===== src/rtl/dcrs_pkg.sv =====
// dcrs_pkg: shared widths, constants and controller/datapath command types
// for the dominance count risk select block; no dependencies
package dcrs_pkg;
  localparam int unsigned MaxObjects = 64;
  localparam int unsigned IdW        = 32;
  localparam int unsigned SpeedW     = 24;
  localparam int unsigned DistW      = 23;
  localparam int unsigned OutIdxW    = 6;

  typedef struct packed {
    logic load;       // write input transaction into the stores
    logic set_ovf;    // object dropped for lack of room
    logic start_i;    // clear outer index and best
    logic rd_i;       // never asserted; candidate i is read each cycle
    logic start_j;    // clear inner index and score
    logic step_j;     // compare candidate against entry j
    logic close_i;    // fold score into best, advance i
    logic clr_set;    // clear count and overflow after a result
  } dcrs_cmd_t;

  typedef struct packed {
    logic full;
    logic empty;
    logic last_i;
    logic last_j;
  } dcrs_sts_t;
endpackage


===== src/rtl/dcrs_ctrl.sv =====
// dcrs_ctrl: controller state machine sequencing load, scan and result
// handshakes; uses dcrs_pkg command/status types
module dcrs_ctrl (
  input  logic                clk,
  input  logic                rst_n,
  input  logic                in_valid,
  output logic                in_ready,
  input  logic                in_has_object,
  input  logic                in_last,
  output logic                out_valid,
  input  logic                out_ready,
  input  dcrs_pkg::dcrs_sts_t sts,
  output dcrs_pkg::dcrs_cmd_t cmd
);
  typedef enum logic [2:0] {
    ST_LOAD, ST_START, ST_RDI, ST_SCAN, ST_DRAIN, ST_CLOSE, ST_OUT
  } state_t;

  state_t state_r, state_nxt;
  logic   acc;

  assign in_ready  = (state_r == ST_LOAD);
  assign out_valid = (state_r == ST_OUT);
  assign acc       = in_valid && in_ready;

  always_comb begin
    cmd       = '0;
    state_nxt = state_r;
    unique case (state_r)
      ST_LOAD: begin
        if (acc) begin
          cmd.load    = in_has_object;
          cmd.set_ovf = in_has_object && sts.full;
          if (in_last) state_nxt = ST_START;
        end
      end
      ST_START: begin
        cmd.start_i = 1'b1;
        state_nxt   = sts.empty ? ST_OUT : ST_RDI;
      end
      ST_RDI: begin
        cmd.start_j = 1'b1;
        state_nxt   = ST_SCAN;
      end
      ST_SCAN: begin
        cmd.step_j = 1'b1;
        if (sts.last_j) state_nxt = ST_DRAIN;
      end
      ST_DRAIN: state_nxt = ST_CLOSE;
      ST_CLOSE: begin
        cmd.close_i = 1'b1;
        state_nxt   = sts.last_i ? ST_OUT : ST_RDI;
      end
      ST_OUT: begin
        if (out_ready) begin
          cmd.clr_set = 1'b1;
          state_nxt   = ST_LOAD;
        end
      end
      default: state_nxt = ST_LOAD;
    endcase
  end

  always_ff @(posedge clk) begin
    if (!rst_n) state_r <= ST_LOAD;
    else        state_r <= state_nxt;
  end
endmodule


===== config.mk =====
export PLATFORM = sky130hd
export DESIGN_NAME = dcrs_ctrl
export DESIGN_NICKNAME = d
export VERILOG_FILES = /design/src/rtl/dcrs_pkg.sv /design/src/rtl/dcrs_ctrl.sv
export SDC_FILE = /design/constraint.sdc
export NUM_CORES = 1
export LEC_CHECK = 0
export BUFFER_PORTS_ARGS = -buffer_cell sky130_fd_sc_hd__buf_2
export CAP_MARGIN = 20
export CORE_AREA = 8 8 45 47
export DETAILED_ROUTE_END_ITERATION = 10
export DIE_AREA = 0 0 53 55
export PLACE_DENSITY = 0.51
export SLEW_MARGIN = 20
export SYNTH_ARGS = -nofsm -noshare
export SYNTH_HDL_FRONTEND = slang
export SYNTH_SLANG_ARGS = --single-unit

===== constraint.sdc =====
create_clock -name clk -period 3.1 [get_ports clk]
set_input_delay 0.775 -clock clk [delete_from_list [all_inputs] [get_ports clk]]
set_output_delay 0.775 -clock clk [all_outputs]
set_load 0.02 [all_outputs]

== Yosys cells after proc, flatten, opt, wreduce, memory -nomap -nowiden ==
Index checks and enable logic that the tools add are counted.
Cells by class
  eq/ne operators: 10
  multiplexer cells: 15
  reductions and logical operators: 4
Operator list (number)
  $pmux 3 s7: 1
  $mux 3: 6
  $eq 3x3->1 const B: 3
  $eq 3x2->1 const B: 2
  $mux 1: 6
  $ne 2x1->1 const B: 3
  $mux 2: 2
  $reduce_and 4->1: 1
  $eq 3x1->1 const B: 1
  $logic_not 3->1: 1
  $logic_and 1x1->1: 2
  $ne 2x2->1 const B: 1
Word-level totals
  bits in registers: 3
  input bits: 10
  output and inout port bits: 10
  logic and storage cells: 30

== Depth between registers and ports, before layout ==
Gate-level depths: netlist (run 1).
  depth after elaboration: 4
  depth in mapped cells: 4
  gate-level depth less buffers: 3

== Worst setup path before layout (run 1) ==
Ideal clock, no wire load.
  path type: flip-flop to output port
  start point: reg state_r[1]
  end point: out cmd[6] (netlist name)
  arrival: 1414 ps
  data required time: 2325 ps
  path slack: 911 ps
  stages on the path, launching flop included: 5
  buffers on the path: 1
  cell sequence: dfxtp_1 -> buf_6 -> nor3_2 -> and3_1 -> and2_1
RTL lines
  start: declaration: RTL line dcrs_ctrl.sv:19  | state_t state_r, state_nxt;
  start signal: assignment: RTL line dcrs_ctrl.sv:66  | else state_r <= state_nxt;
  end: declaration: RTL line dcrs_ctrl.sv:13  | output dcrs_pkg::dcrs_cmd_t cmd

== Worst setup path after layout (run 1) ==
  start point: reg state_r[1]
  end point: out out_valid
Between the ends
  longest elaborated chain between the ends: 1
RTL lines
  $eq 3x3->1: RTL line dcrs_ctrl.sv:23  | assign out_valid = (state_r == ST_OUT);
  end: declaration: RTL line dcrs_ctrl.sv:10  | output logic out_valid,
No other way between the ends.

==> results of run 1 <==
[final timing paths]
path	startpoint	endpoint
worst max-delay path	state_r[1]	out_valid
worst min-delay path	state_r[2]	state_r[0]
worst max register to register	state_r[1]	state_r[2]
worst min register to register	state_r[2]	state_r[0]
[final cells by class]
class | count | area [µm²]
Inverter | 1 | 3.75
Tap cell | 16 | 20.0
Timing Repair Buffer | 18 | 90.1
Multi-Input combinational cell | 28 | 193
Sequential cell | 3 | 60.1
Clock buffer | 4 | 26.3
Fill cell | 166 | 991
[logic make-up (layout without fill, tap and decap cells)]
| kind of cell | after synthesis | after routing | synth area share |
|---|---|---|---|
| and+or+nand+nor | 20 | 20 | 0.451 |
| AOI/OAI and AO/OA | 6 | 6 | 0.181 |
| buffers and inverters | 4 | 23 | 0.106 |
| DFF | 3 | 3 | 0.212 |
| other | 1 | 1 | 0.0133 |
| muxes | 1 | 1 | 0.0354 |
[power by group]
part	internal [µW]	switching, µW	total (µW)	leakage, µW
combinational	29.2	33.8	63.0	0.000160
clock	48.3	20.4	68.6	0.0000150
sequential	43.1	11.4	54.5	0.0000246
[per-layer routing]
layer	routed length, µm	up-vias
met1	312	142
met3	115	0
li1	-	159
met2	368	12
met5	0	-
met4	0	0
[Yosys cell counts, drive strengths merged]
cell type  n  area, µm²
nor2b      3       23.8
conb       1       3.75
nor3b      1       12.5
a221o      1       10.0
nor3       1       10.0
dfxtp      3       60.1
a21oi      1       5.00
nand2b     2       12.5
nor2       1       3.75
and3       5       31.3
a32o       1       10.0
a211oi     1       12.5
mux2i      1       10.0
and2       3       18.8
inv        1       3.75
o21ai      1       5.00
o32ai      1       8.76
buf        3       26.3
nand2      4       15.0
[through the flow]
step,util,instance area (µm²),power (µW)
2_1_floorplan,-,283,102
3_3_place_gp,0.265,367,119
3_5_place_dp,0.265,367,120
4_1_cts,0.284,393,191
5_1_grt,0.284,393,204
6_report,0.284,393,186
[worst register-to-register path: cells and delay by family (launching register included)]
family,cells,cell delay (ns)
compound gates,2,0.39
flops,1,0.54
mux,1,0.24
==> flow_summary_export.csv, run 1 <==
group,metric,value,unit
worst_setup_path,max_stage_delay,0.54,ns
routing,firstDrtPassIters,2,
worst_setup_path,path_cells,"nor2b_2, and2_1, buf_2",
routing,vias,313,
global_route,grt_max_degree,12,
finish,reg_top3,"state_r: 3 flops",
logic_synthesis,seq_area_frac_synth,0.212,
global_route,grt_first_pass_wirelength,1370,µm
place,dp_cells,66,
place,port_buffers,18,
clocking,clock_path_buffers,2,
timing,rsz0062_at_grt,"false",
finish,drive_gt1_frac,0.500,
finish,largest_register_ffs,3,
status,status,"complete, no violations",
worst_setup_path,path_max_fanout,11,
global_route,overflow,0,
timing,fin_worst_skew,0.00353,ns
floorplan,std_cell_rows,14,
worst_setup_path,critical_path.slowest_cell,"dfxtp_1",
clocking,root_buffer,"clkbuf_4",
routing,drtIter0Drc,8,
global_route,grt_use_met2,0.0898,
routing,viasPerCell,4.47,
routing,post_drt_wl_per_cell,11.4,µm
floorplan,die-width,53,µm
global_route,grt_use_total,0.0622,
clocking,cts.repair.resized,0,
clocking,cts_sinks,3,
power,p_leak,0.000200,µW
worst_setup_path,cp_data_required_time,2.32,ns
worst_setup_path,crit_type,"reg -> out",
routing,drc_errors,0,
finish,diodes,0,
logic_synthesis,synth_area,283,µm²
finish,top_register,"state_r",
worst_setup_path,cp-end-kind,"output pin",
run,cap_violations,0,
global_route,grt_util_met1,0.0697,
logic_synthesis,synthesis.nets,45,
finish,layout_commonest_cell,"buf_2",
place,place.detailed.hpwl,674,µm
floorplan,io_pins,20,
clocking,path_clk_slew,0.04,ns
logic_synthesis,synth-seq-cells,3,
clocking,post_cts_buffers,0,
worst_setup_path,arrival,1.38,ns
clocking,cts_max_level,1,
power,p_per_area,474,nW/µm²
worst_setup_path,critPathTopFamily,"flip-flops",
timing,final_hold_viol_count,0,
finish,finalNetCount,65,
global_route,top_usage_layer,"met2",
logic_synthesis,avgSynthCellArea,8.08,µm²
timing,layout_setup_ws,0.946,ns
logic_synthesis,postSynthCellCount,35,
timing,min_period_over_period,0.695,
floorplan,core,1380,µm²
worst_setup_path,cp.depth,3,
worst_hold_path,holdPathStages,2,
clocking,insertion_delay,0.23,ns
floorplan,initial_core_util,0.204,
worst_setup_path,ff2ff_path_depth,3,
clocking,cts-buffers-inserted,3,
finish,layout_common_cells,"buf_2, and3_1, nand2_1",
timing,tns,0,ns
place,dp_worst_setup_slack,0.979,ns
worst_setup_path,ff2ff_setup_slack,1.81,ns
finish,fin_cells,70,
clocking,postCtsHoldBufs,0,
timing,whs,0.655,ns
timing,finalCriticalPeriod,2.15,ns
finish,areaGrowthSynthToFinish,38.9,%
global_route,use_met3,0.0267,
routing,ant_nets,0,
floorplan,dieArea,2920,µm²
power,peakVddDrop,0.127,mV
timing,setup_viol,0,
routing,wl,795,µm
global_route,grt_pass1_vias,306,
timing,slew_viol_final,0,
global_route,antenna_found_initial,0,
place,gp_congestion,0.787,
timing,fmax,0.464,GHz
clocking,cts_tree,"done",
floorplan,die_h,55,µm
logic_synthesis,ys.warnings.count,0,
worst_hold_path,min_path_type,"reg -> reg",
logic_synthesis,synth.distinct_cells,21,
worst_setup_path,start_kind,"flip-flop",
worst_setup_path,worst-path-buf-inv,1,
Note: power is estimated with default switching activity, not from simulation.
==> run 2: changes to the inputs <==
==> constraint.sdc (replaced) <==
create_clock -name clk -period 2.1 [get_ports clk]
set_input_delay 0.525 -clock clk [delete_from_list [all_inputs] [get_ports clk]]
set_output_delay 0.525 -clock clk [all_outputs]
set_load 0.02 [all_outputs]
==> run 2 against run 1 <==
Net effect:
- sequential share of layout area shrank 0.29 points
- final area up 1.9%
- final cell count up 1.4%
- first-iteration DRC count down 13%
- count of clock-buffer cells in the layout unchanged
- flip-flop and latch count unchanged
- setup slack got worse by 0.68 ns
- clock skew increased by 0.0014 ns
- utilization up 0.54 points
- largest cell class unchanged
- largest power group is now combinational cells
- highest routed layer unchanged
==> flow_summary_export.csv, run 2 (synthesized netlist as in run 1, its figures left out) <==
group,metric,value,unit
finish,layout_common_cells,"buf_2, and3_1, nand2_1",
worst_setup_path,arrival,1.31,ns
finish,fill_cells,162,
worst_hold_path,min_path_type,"in -> reg",
timing,slew_viol_final,0,
floorplan,io_pins,20,
finish,drive_gt1_frac,0.509,
finish,diodes,0,
floorplan,dieArea,2920,µm²
place,gp_congestion,0.798,
finish,largest_register_ffs,3,
clocking,cts.repair.resized,0,
status,status,"complete, no violations",
global_route,grt_max_degree,10,
finish,areaGrowthSynthToFinish,41.6,%
global_route,grt_use_total,0.0649,
clocking,insertion_delay,0.24,ns
floorplan,die_h,55,µm
power,p_per_area,700,nW/µm²
global_route,antenna_found_initial,0,
timing,setup_viol,0,
routing,drtIter0Drc,7,
clocking,cts-buffers-inserted,3,
timing,min_period_over_period,0.875,
routing,drc_errors,0,
worst_setup_path,critical_path.slowest_cell,"dfxtp_1",
place,port_buffers,18,
floorplan,die-width,53,µm
worst_setup_path,cp-end-kind,"output pin",
floorplan,initial_core_util,0.204,
clocking,postCtsHoldBufs,0,
timing,fin_worst_skew,0.00497,ns
place,place.detailed.hpwl,675,µm
routing,firstDrtPassIters,2,
floorplan,core,1380,µm²
worst_setup_path,path_cells,"nor3_2, and3_1, and2_1, buf_2",
clocking,path_clk_slew,0.04,ns
global_route,grt_first_pass_wirelength,1350,µm
global_route,overflow,0,
clocking,cts_sinks,3,
global_route,grt_pass1_vias,310,
finish,reg_top3,"state_r: 3 flops",
routing,ant_nets,0,
clocking,post_cts_buffers,0,
timing,finalCriticalPeriod,1.84,ns
power,peakVddDrop,0.391,mV
run,cap_violations,0,
timing,final_hold_viol_count,0,
clocking,clock_path_buffers,2,
finish,top_register,"state_r",
clocking,cts_max_level,1,
finish,final_area,400,µm²
routing,post_drt_wl_per_cell,11.7,µm
worst_setup_path,start_kind,"flip-flop",
worst_setup_path,crit_type,"reg -> out",
power,p_leak,0.000205,µW
place,placed_cell_area,374,µm²
clocking,cts_tree,"done",
timing,tns,0,ns
worst_setup_path,cp_data_required_time,1.57,ns
worst_setup_path,max_stage_delay,0.51,ns
floorplan,std_cell_rows,14,
clocking,root_buffer,"clkbuf_4",
routing,viasPerCell,4.35,
finish,layout_commonest_cell,"buf_2",
timing,fmax,0.544,GHz
timing,rsz0062_at_grt,"false",
finish,finalNetCount,66,
power,total_power,280,µW
worst_setup_path,path_max_fanout,9,
routing,wl,828,µm
routing,vias,309,
==> run 2: cell types whose count changed in the layout (fill, tap and decap cells not counted) <==
cell / before / now
buf_4: 0 / 1
==> run 2: layer usage <==
layer	track usage	up-vias	wire length, µm
met1	0.0666	132	311
met4	0.0388	0	0
met5	0	-	0
met3	0.0428	0	129
li1	-	162	-
met2	0.0977	15	387
==> run 2: area by class of cell <==
cell class                      count  area (µm²)  area share
Multi-Input combinational cell     28         193       0.481
Timing Repair Buffer               19        97.6       0.244
Sequential cell                     3        60.1       0.150
Clock buffer                        4        26.3      0.0656
Tap cell                           16        20.0      0.0500
Inverter                            1        3.75     0.00938
==> run 2: worst max-delay path, delay by kind of cell, from the launching register on <==
kind                   cells  cell delay, ns
buffers and inverters      1            0.15
DFF                        1            0.51
and+or+nand+nor            3            0.41
==> run 2: final timing paths <==
path         startpoint    endpoint  slack (ns)  cells past startpoint
max          state_r[2]      cmd[6]        0.26                      4
min               rst_n  state_r[1]        0.55                      2
max reg2reg  state_r[1]  state_r[2]        0.85                      4
min reg2reg  state_r[2]  state_r[0]        0.66                      2
==> run 2: metrics by stage <==
| step | cells | setup slack [ns] | hold WS (ns) | util |
|---|---|---|---|---|
| 2_1_floorplan | 35 | 0.161 | 0.624 | - |
| 3_3_place_gp | 67 | 0.485 | 0.651 | 0.270 |
| 3_5_place_dp | 67 | 0.472 | 0.662 | 0.270 |
| 4_1_cts | 71 | 0.240 | 0.546 | 0.289 |
| 5_1_grt | 71 | 0.134 | 0.546 | 0.289 |
| 6_report | 71 | 0.263 | 0.554 | 0.289 |
==> run 2: power by group <==
group / internal, µW / total (µW) / switching, µW
clock network: 71.2 / 102 / 31.1
logic: 46.7 / 103 / 56.2
registers: 63.8 / 75.1 / 11.3
==> run 3: changes to the inputs <==
==> constraint.sdc (replaced) <==
create_clock -name clk -period 2.1 [get_ports clk]
set_input_delay 0.42 -clock clk [delete_from_list [all_inputs] [get_ports clk]]
set_output_delay 0.42 -clock clk [all_outputs]
set_load 0.02 [all_outputs]
==> run 3 against run 2 <==
Net effect:
- setup slack improved by 0.035 ns
- hold slack got worse by 0.11 ns
- power fell by 0.97%
- flip-flop and latch count did not move
- routed wire length fell by 4.6%
- critical endpoint is now out_valid
- utilization fell by 0.54 points
- final area fell by 1.9%
==> flow_summary_export.csv, run 3 (synthesized netlist as in run 1, its figures left out) <==
group,metric,value,unit
run,cap_violations,0,
clocking,postCtsHoldBufs,0,
timing,finalCriticalPeriod,1.80,ns
worst_setup_path,cp-end-kind,"output pin",
timing,slew_viol_final,0,
finish,largest_register_ffs,3,
finish,fill_cells,154,
clocking,cts.repair.resized,0,
finish,multi_input_area,193,µm²
floorplan,std_cell_rows,14,
finish,fin_util,0.284,
clocking,cts_tree,"done",
worst_setup_path,ff2ff_setup_slack,0.81,ns
place,placed_cell_area,367,µm²
finish,reg_top3,"state_r: 3 flops",
clocking,insertion_delay,0.24,ns
timing,whs,0.444,ns
global_route,grt_first_pass_wirelength,1190,µm
clocking,post_cts_buffers,0,
place,port_buffers,18,
timing,rsz0062_at_grt,"false",
power,peakVddDrop,0.227,mV
routing,vias,309,
timing,fmax,0.555,GHz
finish,areaGrowthSynthToFinish,38.9,%
global_route,overflow,0,
clocking,root_buffer,"clkbuf_4",
timing,min_period_over_period,0.858,
global_route,grt_max_degree,12,
power,p_per_area,707,nW/µm²
place,gp_congestion,0.737,
clocking,clock_path_buffers,2,
clocking,cts_sinks,3,
worst_setup_path,arrival,1.38,ns
global_route,grt_pass1_vias,304,
place,place.detailed.hpwl,669,µm
finish,seq_area,60.1,µm²
global_route,antenna_found_initial,0,
finish,finalNetCount,65,
timing,final_hold_viol_count,0,
floorplan,die-width,53,µm
routing,drc_errors,0,
finish,drive_gt1_frac,0.500,
worst_setup_path,start_kind,"flip-flop",
routing,post_drt_wl_per_cell,11.3,µm
worst_setup_path,path_max_fanout,11,
worst_setup_path,cp_data_required_time,1.68,ns
routing,wl,790,µm
worst_setup_path,crit_type,"reg -> out",
worst_hold_path,holdPathStages,2,
routing,viasPerCell,4.41,
clocking,cts-buffers-inserted,3,
finish,layout_commonest_cell,"buf_2",
floorplan,initial_core_util,0.204,
finish,top_register,"state_r",
clocking,path_clk_slew,0.04,ns
timing,setup_viol,0,
floorplan,dieArea,2920,µm²
floorplan,core,1380,µm²
floorplan,die_h,55,µm
clocking,cts_max_level,1,
power,p_leak,0.000200,µW
floorplan,io_pins,20,
status,status,"complete, no violations",
finish,final_area,393,µm²
finish,layout_common_cells,"buf_2, and3_1, nand2_1",
routing,ant_nets,0,
timing,fin_worst_skew,0.00640,ns
global_route,grt_use_total,0.0562,
routing,firstDrtPassIters,4,
worst_setup_path,ff2ff_path_depth,3,
finish,diodes,0,
worst_hold_path,min_path_type,"in -> reg",
routing,drtIter0Drc,4,
timing,tns,0,ns
run 3: routing by layer:
metal | wire (µm) | up-vias | track usage
li1 | - | 158 | -
met1 | 275 | 133 | 0.0439
met2 | 365 | 16 | 0.0879
met3 | 132 | 2 | 0.0348
met4 | 16 | 0 | 0.0690
met5 | 0 | - | 0
run 3: through the flow:
| stage | total power, µW | instances | worst slack (ns) |
|---|---|---|---|
| after global routing | 299 | 70 | 0.178 |
| after global placement | 175 | 66 | 0.551 |
| after floorplan | 150 | 35 | 0.266 |
| after CTS | 282 | 70 | 0.280 |
| after detailed placement | 175 | 66 | 0.540 |
| final | 278 | 70 | 0.298 |
run 3: critical path, cell delays in order, from the launching register on:
cell and delay (ns):
dfxtp_1 0.54, nor2b_2 0.26, and2_1 0.17, buf_2 0.17
run 3: worst paths after layout:
kind / start / endpoint
worst max-delay path: state_r[1] / out_valid
worst min-delay path: rst_n / state_r[1]
worst max register to register: state_r[1] / state_r[2]
worst min register to register: state_r[2] / state_r[0]
run 3: report_power, final:
part / leakage, µW / internal [µW] / total [µW] / switching (µW)
combinational: 0.000160 / 43.1 / 91.9 / 48.8
sequential: 0.0000246 / 63.6 / 80.2 / 16.6
clock: 0.0000150 / 71.5 / 105 / 34.0
run 3: area by class of cell:
class                      instances  share of cell area
multi-input combinational         28               0.490
timing repair buffer              18               0.229
sequential                         3               0.153
clock buffer                       4              0.0669
tap                               16              0.0510
inverter                           1             0.00955
